File: src/rtl/core/cfa_pkg.sv
// ----------------------------------------------------------------------------
// cfa_pkg
// shared constants, types and the cordic angle table for the attitude filter
// ----------------------------------------------------------------------------
package cfa_pkg;

    localparam int CORDIC_STEPS = 16;
    localparam int ATAN_LEN     = 24;
    localparam int STEP_W       = $clog2(CORDIC_STEPS + 1);

    // cordic x/y width: magnitude up to ~46341*256*1.65, numerator 2^23
    localparam int CW = 27;
    localparam int ZW = 22;
    // sqrt radicand is (2^31) << 16 at most: 48 bits, root 24 bits
    localparam int SQ_W = 48;
    localparam int RT_W = 24;
    localparam int SQ_STEPS = SQ_W / 2;

    localparam logic [4:0] REG_GAIN  = 5'd0;
    localparam logic [4:0] REG_ALPHA = 5'd1;

    localparam logic [23:0] GAIN_RESET  = 24'd81920;
    localparam logic [15:0] ALPHA_RESET = 16'd64225;

    typedef struct packed {
        logic load;      // latch sample, start pitch magnitude
        logic sel_roll;  // which axis the shared units work on
        logic sqrt_init;
        logic sqrt_step;
        logic cord_init;
        logic cord_step;
        logic fuse_mul;
        logic fuse_sum;
        logic fuse_mix;
        logic fuse_sat;
    } t_cmd;

    function automatic logic [ZW-1:0] atan_entry(input logic [STEP_W-1:0] i);
        logic [ZW-1:0] v;
        case (i)
            0: v = 22'd737280;  1: v = 22'd435242;  2: v = 22'd229970;
            3: v = 22'd116736;  4: v = 22'd58595;   5: v = 22'd29326;
            6: v = 22'd14667;   7: v = 22'd7334;    8: v = 22'd3667;
            9: v = 22'd1833;    10: v = 22'd917;    11: v = 22'd458;
            12: v = 22'd229;    13: v = 22'd115;    14: v = 22'd57;
            15: v = 22'd29;     16: v = 22'd14;     17: v = 22'd7;
            18: v = 22'd4;      19: v = 22'd2;      20: v = 22'd1;
            default: v = '0;
        endcase
        return v;
    endfunction

endpackage

File: src/rtl/core/cfa_ctrl.sv
// ----------------------------------------------------------------------------
// cfa_ctrl
// sequencer: sqrt, cordic and blend for pitch then roll, then output word
// ----------------------------------------------------------------------------
module cfa_ctrl (
    input  logic          i_clk,
    input  logic          i_rst_n,
    input  logic          i_in_valid,
    output logic          o_in_ready,
    output logic          o_out_valid,
    input  logic          i_out_ready,
    output cfa_pkg::t_cmd o_cmd
);
    typedef enum logic [3:0] {
        S_IDLE, S_SQI, S_SQ, S_CI, S_CORD, S_MUL, S_SUM, S_MIX, S_SAT
    } t_state;

    t_state r_state;
    logic   r_roll, r_out_valid;
    logic [4:0] r_cnt;

    always_comb begin
        o_cmd = '0;
        o_cmd.sel_roll = r_roll;
        o_cmd.load = (r_state == S_IDLE) && i_in_valid && !r_out_valid;
        unique case (r_state)
            S_SQI:  o_cmd.sqrt_init = 1'b1;
            S_SQ:   o_cmd.sqrt_step = 1'b1;
            S_CI:   o_cmd.cord_init = 1'b1;
            S_CORD: o_cmd.cord_step = 1'b1;
            S_MUL:  o_cmd.fuse_mul  = 1'b1;
            S_SUM:  o_cmd.fuse_sum  = 1'b1;
            S_MIX:  o_cmd.fuse_mix  = 1'b1;
            S_SAT:  o_cmd.fuse_sat  = 1'b1;
            default: ;
        endcase
    end

    assign o_in_ready  = (r_state == S_IDLE) && !r_out_valid;
    assign o_out_valid = r_out_valid;

    always_ff @(posedge i_clk) begin
        if (!i_rst_n) begin
            r_state <= S_IDLE; r_roll <= 1'b0; r_out_valid <= 1'b0; r_cnt <= '0;
        end else begin
            if (r_out_valid && i_out_ready) r_out_valid <= 1'b0;
            unique case (r_state)
                S_IDLE: if (o_cmd.load) begin r_state <= S_SQI; r_roll <= 1'b0; end
                S_SQI:  begin r_state <= S_SQ; r_cnt <= '0; end
                S_SQ: begin
                    r_cnt <= r_cnt + 1'b1;
                    if (r_cnt == 5'(cfa_pkg::SQ_STEPS - 1)) r_state <= S_CI;
                end
                S_CI:   begin r_state <= S_CORD; r_cnt <= '0; end
                S_CORD: begin
                    r_cnt <= r_cnt + 1'b1;
                    if (r_cnt == 5'(cfa_pkg::CORDIC_STEPS - 1)) r_state <= S_MUL;
                end
                S_MUL:  r_state <= S_SUM;
                S_SUM:  r_state <= S_MIX;
                S_MIX:  r_state <= S_SAT;
                S_SAT: begin
                    if (r_roll) begin
                        r_state <= S_IDLE; r_out_valid <= 1'b1;
                    end else begin
                        r_roll <= 1'b1; r_state <= S_SQI;
                    end
                end
                default: r_state <= S_IDLE;
            endcase
        end
    end
endmodule

File: config.mk
export PLATFORM = sky130hd
export DESIGN_NAME = cfa_ctrl
export DESIGN_NICKNAME = d
export VERILOG_FILES = /design/src/rtl/core/cfa_pkg.sv /design/src/rtl/core/cfa_ctrl.sv
export SDC_FILE = /design/constraint.sdc
export NUM_CORES = 1
export LEC_CHECK = 0
export BUFFER_PORTS_ARGS = -buffer_cell sky130_fd_sc_hd__buf_2
export CORE_AREA = 2 2 39 41
export CTS_BUF_LIST = sky130_fd_sc_hd__clkbuf_4 sky130_fd_sc_hd__clkbuf_8 sky130_fd_sc_hd__clkbuf_16
export CTS_CLUSTER_DIAMETER = 100
export DETAILED_ROUTE_END_ITERATION = 10
export DIE_AREA = 0 0 41 43
export PLACE_DENSITY = 0.72
export SYNTH_ARGS = -nofsm -noshare
export SYNTH_HDL_FRONTEND = slang
export SYNTH_SLANG_ARGS = --single-unit
File: constraint.sdc
create_clock -name i_clk -period 1.49 [get_ports i_clk]
set_input_delay 0.298 -clock i_clk [delete_from_list [all_inputs] [get_ports i_clk]]
set_output_delay 0.298 -clock i_clk [all_outputs]
set_load 0.05 [all_outputs]
; Word-level counts from Yosys, hierarchy flattened
; Cells that the tools add are included.
[word_totals]
regBits = 11
inputBits = 4
out_inout_bits = 12
elab_cells = 49
[classes]
add_sub_neg = 1
eq_ne = 13
muxes = 19
reduce_logical = 12
[ops]
columns = op, count
row1 = 4-bit case mux with 9 select lines, 1
row2 = 4-bit by 3-bit equality test with 1-bit output (second input constant), 4
row3 = 1-bit two-way mux, 13
row4 = 4-bit two-way mux, 3
row5 = 5-bit case mux with 2 select lines, 1
row6 = 4-bit by 2-bit equality test with 1-bit output (second input constant), 2
row7 = 2-bit inequality test (second input constant), 3
row8 = 5-bit by 1-bit adder with 5-bit output (second input constant), 1
row9 = 5-bit by 4-bit equality test with 1-bit output (second input constant), 1
row10 = 5-bit equality test (second input constant), 1
row11 = 4-bit by 1-bit equality test with 1-bit output (second input constant), 1
row12 = 4-bit equality test (second input constant), 1
row13 = 1-bit logical AND, 4
row14 = 4-bit zero test, 1
row15 = 2-bit nonzero test, 2
row16 = 2-bit OR reduction, 2
row17 = 3-bit AND reduction, 1
row18 = 1-bit case mux with 2 select lines, 1
row19 = 2-bit AND reduction, 1
row20 = 1-bit zero test, 1

; Logic depth before layout (Yosys ltp)
; Gate-level depths: netlist of the first run.
[depth]
ltp_word = 5
depth_mapped = 5
ltp_nobuf = 5

; Worst setup path before layout of the first run
; No wires, ideal clock.
[synth_timing]
path_kind = reg-to-output
from = register r_state[0]
to = output o_cmd[9] (netlist bit)
arrival_time_ps = 2050
t_required_ps = 1192
setup_slack_ps = -858
stages_incl_launch_ff = 3
path_buffers = 0
path_cell_list = dfxtp_1 > or4_1 > nor3b_1
[synth_rtl]
columns = element, line
row1 = from (decl), cfa_ctrl.sv:18  ; t_state r_state;
row2 = from (signal assigned), cfa_ctrl.sv:44  ; r_state <= S_IDLE; r_roll <= 1'b0; r_out_valid <= 1'b0; r_cnt <= '0;
row3 = from (signal assigned), cfa_ctrl.sv:48  ; S_IDLE: if (o_cmd.load) begin r_state <= S_SQI; r_roll <= 1'b0; end
row4 = from (signal assigned), cfa_ctrl.sv:49  ; S_SQI: begin r_state <= S_SQ; r_cnt <= '0; end
row5 = to (decl), cfa_ctrl.sv:12  ; output cfa_pkg::t_cmd o_cmd

==> results of run 1 <==
[worst register-to-register path, cell delays in order, from the launching register on]
cell	delay (ns)
dfxtp_2	0.32
buf_4	0.24
nor3_4	0.07
buf_4	0.14
o31a_1	0.33
mux2_4	0.27
[through the flow]
stage	util, %	hold slack [ns]	area (um2)
after global routing	70.43	0.3183	974.7
after detailed placement	54.70	0.5053	757.0
after floorplan	-	0.4155	668.1
final	70.43	0.3167	974.7
after global placement	54.70	0.4959	757.0
after CTS	67.63	0.3153	935.9
[per-layer routing]
metal | global-route usage (%) | routed length, um | vias up
li1 | - | - | 297
met1 | 25.99 | 641 | 283
met2 | 31.87 | 801 | 11
met3 | 3.141 | 33 | 5
met4 | 10.00 | 30 | 0
met5 | 0 | 0 | -
[power by group through the flow]
stage / clock network (uW) / logic (uW) / registers [uW]
after floorplan: 0 / 764 / 389
final: 216 / 1300 / 400
after global placement: 0 / 896 / 389
after detailed placement: 0 / 905 / 392
after CTS: 225 / 1220 / 394
after global routing: 240 / 1380 / 405
[layout make-up]
type	instances	area share, %
Clock buffer	4	3.081
Multi-Input combinational cell	51	47.37
Inverter	3	1.155
Sequential cell	11	22.98
Tap cell	16	2.054
Timing Repair Buffer	25	23.36
[timing repair]
item,4_1_cts,5_1_grt
endpoints found under the setup margin,10,15
gates resized for setup,32,6
hold buffers,0,0
hold endpoints to repair,0,0
pin swaps,6,2
buffers inserted,4,2
[cells in the final DEF, fill, tap and decap left out, types with 2 or more instances in the layout]
| cell type | netlist | routed |
|---|---|---|
| dfxtp_2 | 0 | 3 |
| clkbuf_4 | 0 | 4 |
| nand2b_4 | 0 | 3 |
| buf_4 | 2 | 8 |
| xnor2_1 | 3 | 3 |
| nor3_4 | 0 | 5 |
| inv_1 | 3 | 3 |
| nor2_1 | 6 | 4 |
| o21a_1 | 2 | 2 |
| nor2b_1 | 2 | 2 |
| buf_8 | 0 | 2 |
| nor2_2 | 0 | 2 |
| a22o_1 | 3 | 3 |
| nand2b_1 | 7 | 4 |
| dfxtp_1 | 11 | 8 |
| buf_6 | 1 | 10 |
| nand2_1 | 2 | 2 |
| buf_2 | 2 | 5 |
[logic make-up (layout without fill, tap and decap cells)]
| kind of cell | after synthesis | in the layout | share of synthesized area [%] |
|---|---|---|---|
| mux | 1 | 1 | 2.380 |
| simple gates | 31 | 31 | 28.97 |
| xor+xnor | 4 | 4 | 5.557 |
| flops | 11 | 11 | 34.92 |
| buf+inv | 8 | 32 | 7.539 |
| compound gates | 13 | 13 | 16.67 |
| fa+ha+maj | 2 | 2 | 3.968 |
[flip-flops by register name, indices dropped and copies added (netlist names)]
| signal | count |
|---|---|
| r_state | 4 |
| o_out_valid | 1 |
| r_roll | 1 |
| r_cnt | 5 |
[worst min path at each step]
stage          slack, ns             startpoint  cells past startpoint               endpoint
2_1_floorplan       0.42                i_rst_n                      1    r_roll$_SDFFE_PN0P_
3_3_place_gp        0.50  r_cnt[4]$_SDFFE_PN0P_                      1  r_cnt[4]$_SDFFE_PN0P_
3_5_place_dp        0.51  r_cnt[4]$_SDFFE_PN0P_                      1  r_cnt[4]$_SDFFE_PN0P_
4_1_cts             0.32                i_rst_n                      2    r_roll$_SDFFE_PN0P_
5_1_grt             0.32                i_rst_n                      2    r_roll$_SDFFE_PN0P_
6_report            0.32                i_rst_n                      2    r_roll$_SDFFE_PN0P_
==> results.md, run 1 <==
- DP HPWL: 902.2 um
- Sequential share of power: 20.9%
- Cells after DPL: 100
- # port buffers: 15
- Vias per Instance: about 5.4
- Synth top cells by count: dfxtp_1 (11), nand2b_1 (7), nor2_1 (6)
- Setup TNS: -1.064 ns
- Max transition margin: about three quarters
- Switching part of the total power: 45.60%
- Yosys cell types: 32
- Pint: 1042 uW
- Pre-CTS setup slack: -0.1129 ns
- Largest net degree at the start of global routing: 12
- Synth area leader: dfxtp_1
- Synth warn: 0
- Via count: between 500 and 600
- Core ar.: around 1400 um2
- Final hold vios: 0
- Worst setup slack after layout: -0.3232 ns
- Clock Latency Late Sink: 0.27 ns
- Finished Layout Cells: between 100 and 150
- Filler cells: 107
- Worst path depth: 3
- Clk sinks: 11
- # setup viols final: 9
- Critical path launch point: r_state[1]$_SDFFE_PN0P_
- Worst Path Buf+Inv: 1
- Top-area cell type share of the netlist area: between 30% and 40%
- Inserted Clock Buffers: 3
- Area contributors post-synth: dfxtp_1 (35%), nand2b_1 (6.9%), a22o_1 (4.2%), xnor2_1 (4.2%), ha_1 (4.0%)
- Total die area: 1763 um2
- Top-count cell post-synth: dfxtp_1
- Max clock buf depth: 2
- Switch Pwr: between 800 and 900 uW
- Crit path DAT: ~1.5 ns
- Register area: 224.0 um2
- Worst R2R Path Depth: 5
- Mapped cell area: roughly 630 um2
- Multi-input gate area: 461.7 um2
- Initial antenna violation count: 0
- Initial detailed-routing violation count: 3
- WL/cell: around 14 um
- Clock power frac: a little under an eighth
- Unrepaired setup endpoints after global routing: true
- Ys async rst share: 0%
- Die Height: approximately 43 um
- Proportion of layout cells with a drive suffix above 1: 51.06%
- CP endpoint kind: primary output
- Detailed Routing Iterations Pass 1: 4
- Post-synth top flop: dfxtp_1
- Detailed Route WL: between 1.5 and 2 mm
- Crit Path Category: reg2out
- DRC Markers: 0
- Die Width: roughly 41 um
- Diodes inserted: 0
- Worst path required time: about 1.2 ns
- Vias in the first global route: approximately 560
- H-tree levels: 1
- Max-Cap Viols: 0
- Peak Freq: 0.5515 GHz
- Syn Nets: 76
- Crit path capture: o_cmd[9]
- Area growth syn-to-layout: 54.56%
- Cells after Synth: 70
- Slew Limit Fails: 0
- Power Total: around 1900 uW
- Comb pwr share: 67.8%
- Syn avg cell area: around 9 um2
- PD cells: ~2000 nW/um2
- Register area share after synthesis: approximately a third
- Crit-path leading delay family: simple AND/OR/NAND/NOR gates
- Ports: 16
- Nets@finish: just over 100
- Gr usage total: roughly a fifth
- Fin crit period: 1.813 ns
- Clock-pin slew of the registers on the worst-case setup and hold paths: around 0.070 ns
- Peak VDD IR: roughly 0.94 mV
- Gr ovfl total: 0
- Worst-Margin Slew: approximately 0.38 ns
- Critical Path, Cell by Cell: or4_4 -> nor3b_4 -> buf_6
- Yosys reg bits: 11
- Critical path's slowest cell: or4_4
- Initial core utilization: 45.57%
- Post-synth EDFFs: 0
- Critical path fanouts, max: 3
- Row cnt: 14
- Status: finished, violations left
- CP peak stage delay: ~0.56 ns
- First-pass GRT wire length: 2.401 mm
- Reg-to-reg setup timing slack: 0 ns
- Final GP Congestion: approximately 0.68
- Hold WC Path Type: in2reg
- CTS tree: yes
- Clk_skew: slightly below 0.002 ns
- Critical R2R Launch: r_state[1]$_SDFFE_PN0P_
- Failing checks: negative setup slack
- Worst Setup Start Kind: flop
- Fin crit share: 121.7%
- Reg2reg end: r_cnt[0]$_SDFFE_PN0P_
- Pleak: just over 0.0004 uW
- Post-DRT Antenna Nets: 0
- Clk root buf: clkbuf_4
Power figures use the tool's default switching activity.
==> run 2, diff against run 1 <==
- TNS_END_PERCENT: not set -> 10
- clock period: 1.49 -> 2.08 ns (I/O delays scaled with it)
==> results.md, run 2 (synthesis gave the netlist of run 1 again) <==
- CP endpoint kind: primary output
- Gr ovfl total: 0 (unchanged)
- Initial core utilization: 45.57% (unchanged)
- CTS tree: yes
- Post-DRT Antenna Nets: 0 (unchanged)
- Max reg flops: 5 (unchanged)
- Fin crit period: about 2 ns
- Util after Layout: 54.25% (-16 points)
- Switching part of the total power: 49.41% (+3.8 points)
- Ports: 16 (unchanged)
- Vias per Instance: 5.282 (-2.5%)
- Vias in the first global route: 504 (-10%)
- Pint: 528.4 uW (-49%)
- Clock-pin slew of the registers on the worst-case setup and hold paths: 0.07 ns (about the same)
- Proportion of layout cells with a drive suffix above 1: 31.03% (-20 points)
- Initial detailed-routing violation count: 5 (+2)
- Max-Cap Viols: 0 (unchanged)
- Critical path fanouts, max: 3 (unchanged)
- Clock power frac: 15.4% (+4.1 points)
- Final hold vios: 0 (unchanged)
- Max transition margin: 73.96% (-0.26 points)
- Diodes inserted: 0 (unchanged)
- Power Total: 1044 uW (-46%)
- Switch Pwr: 516.0 uW (-41%)
- Final GP Congestion: 0.6809 (+0.74%)
- Crit path DAT: 1.57 ns (+0.05 ns)
- Initial antenna violation count: 0 (unchanged)
- Clock Latency Late Sink: 0.27 ns (about the same)
- Slew Limit Fails: 0 (unchanged)
- Max clock buf depth: 2 (unchanged)
- Largest regs: r_cnt x5, r_state x4
- # setup viols final: 0 (-9)
- Inserted Clock Buffers: 3 (unchanged)
- Detailed Route WL: 1.199 mm (-20%)
- Row cnt: 14 (unchanged)
- Pleak: 0.0003487 uW (-14%)
- Most frequent cells in the layout: buf_2 (14), dfxtp_1 (10), nand2b_1 (7), nor2_1 (6)
- PD cells: 1391 nW/um2 (-29%)
- Clk_skew: 0.003439 ns (+0.001505 ns)
- Via count: 544 (-8.7%)
- Most common cell after layout, fill and taps aside: buf_2
- DP HPWL: 882.9 um (-2.1%)
- Die Width: 41 um (unchanged)
- Setup Buffers After CTS: 0 (-4)
- Hold WC Path Type: in2reg
- Peak Freq: 0.5044 GHz
- Crit Path Category: reg2out
- Nets@finish: 94 (-6.9%)
- Clk root buf: clkbuf_4
- Fin crit share: 95.32%
- Worst path required time: 1.66 ns (+0.47 ns)
- WL/cell: 11.64 um (-15%)
- Clk sinks: 11 (unchanged)
- Unrepaired setup endpoints after global routing: false
- Status: complete, no violations
- Gr usage total: 16.80% (-3.6 points)
- Detailed Routing Iterations Pass 1: 2 (-2)
- Die Height: 43 um (unchanged)
- Area growth syn-to-layout: 19.05%
- Worst-Margin Slew: 0.3807 ns (+0.003794 ns)
- Largest net degree at the start of global routing: 12 (unchanged)
- First-pass GRT wire length: 2.021 mm (-16%)
- Worst Setup Start Kind: flop
- # port buffers: 15 (unchanged)
- Comb pwr share: 58.7% (-9.1 points)
- DRC Markers: 0 (unchanged)
- Peak VDD IR: 0.5979 mV (-37%)
- Biggest register: r_cnt
- H-tree levels: 1 (unchanged)
- Total die area: 1763 um2 (unchanged)
- Core ar.: 1384 um2 (unchanged)
- Sequential share of power: 25.9% (+5.0 points)
[run 2: layout make-up]
cell class | count | area (um2)
Clock buffer | 4 | 30.03
Sequential cell | 11 | 221.5
Tap cell | 16 | 20.02
Multi-Input combinational cell | 51 | 367.9
Timing Repair Buffer | 18 | 100.1
Fill cell | 130 | 633.1
Inverter | 3 | 11.26
[run 2: worst max-delay path: stages, from the launching register on]
cell     delay, ns
dfxtp_1       0.31
or4_1         0.58
nor3b_2       0.20
buf_4         0.21
[run 2: routing by layer]
metal	track usage, %	vias to the layer above	share of wire [%]	routed length [um]
met1	20.46	247	45	540
met4	10.00	0	1.7	20
met5	0	-	0	0
met2	25.94	13	47	566
li1	-	282	-	-
met3	3.141	2	6.0	72
[run 2: stage by stage]
stage                     hold WS, ns  instances  area (um2)  worst slack (ns)  TNS (ns)
after floorplan                0.4726         70       635.6          -0.05388  -0.07881
after global placement         0.4909         99       716.9            0.3415         0
after detailed placement       0.5030         99       716.9            0.2968         0
after CTS                      0.4150        103       749.5           0.04923         0
after global routing           0.4306        103       750.7           0.01651         0
final                          0.4193        103       750.7           0.09738         0
[run 2: repair_timing]
item / 4_1_cts / 5_1_grt
setup endpoints to repair: 1 / 1
gates resized for setup: 1 / 1
hold buffers: 0 / 0
[run 2: worst paths after layout]
path                           start                      end  slack (ns)  cells after the start
max          r_state[2]$_SDFFE_PN0P_                 o_cmd[9]         0.1                      3
min                          i_rst_n      r_roll$_SDFFE_PN0P_        0.42                      2
max reg2reg    r_cnt[0]$_SDFFE_PN0P_  r_state[0]$_SDFFE_PN0P_        0.66                      5
min reg2reg    r_cnt[1]$_SDFFE_PN0P_    r_cnt[1]$_SDFFE_PN0P_        0.52                      1
[run 2: power groups by stage]
stage          logic (uW)  registers, uW  clock network, uW
2_1_floorplan         502            277                  0
3_3_place_gp          606            273                  0
3_5_place_dp          610            275                  0
4_1_cts               619            270                165
5_1_grt               667            276                176
6_report              613            271                161
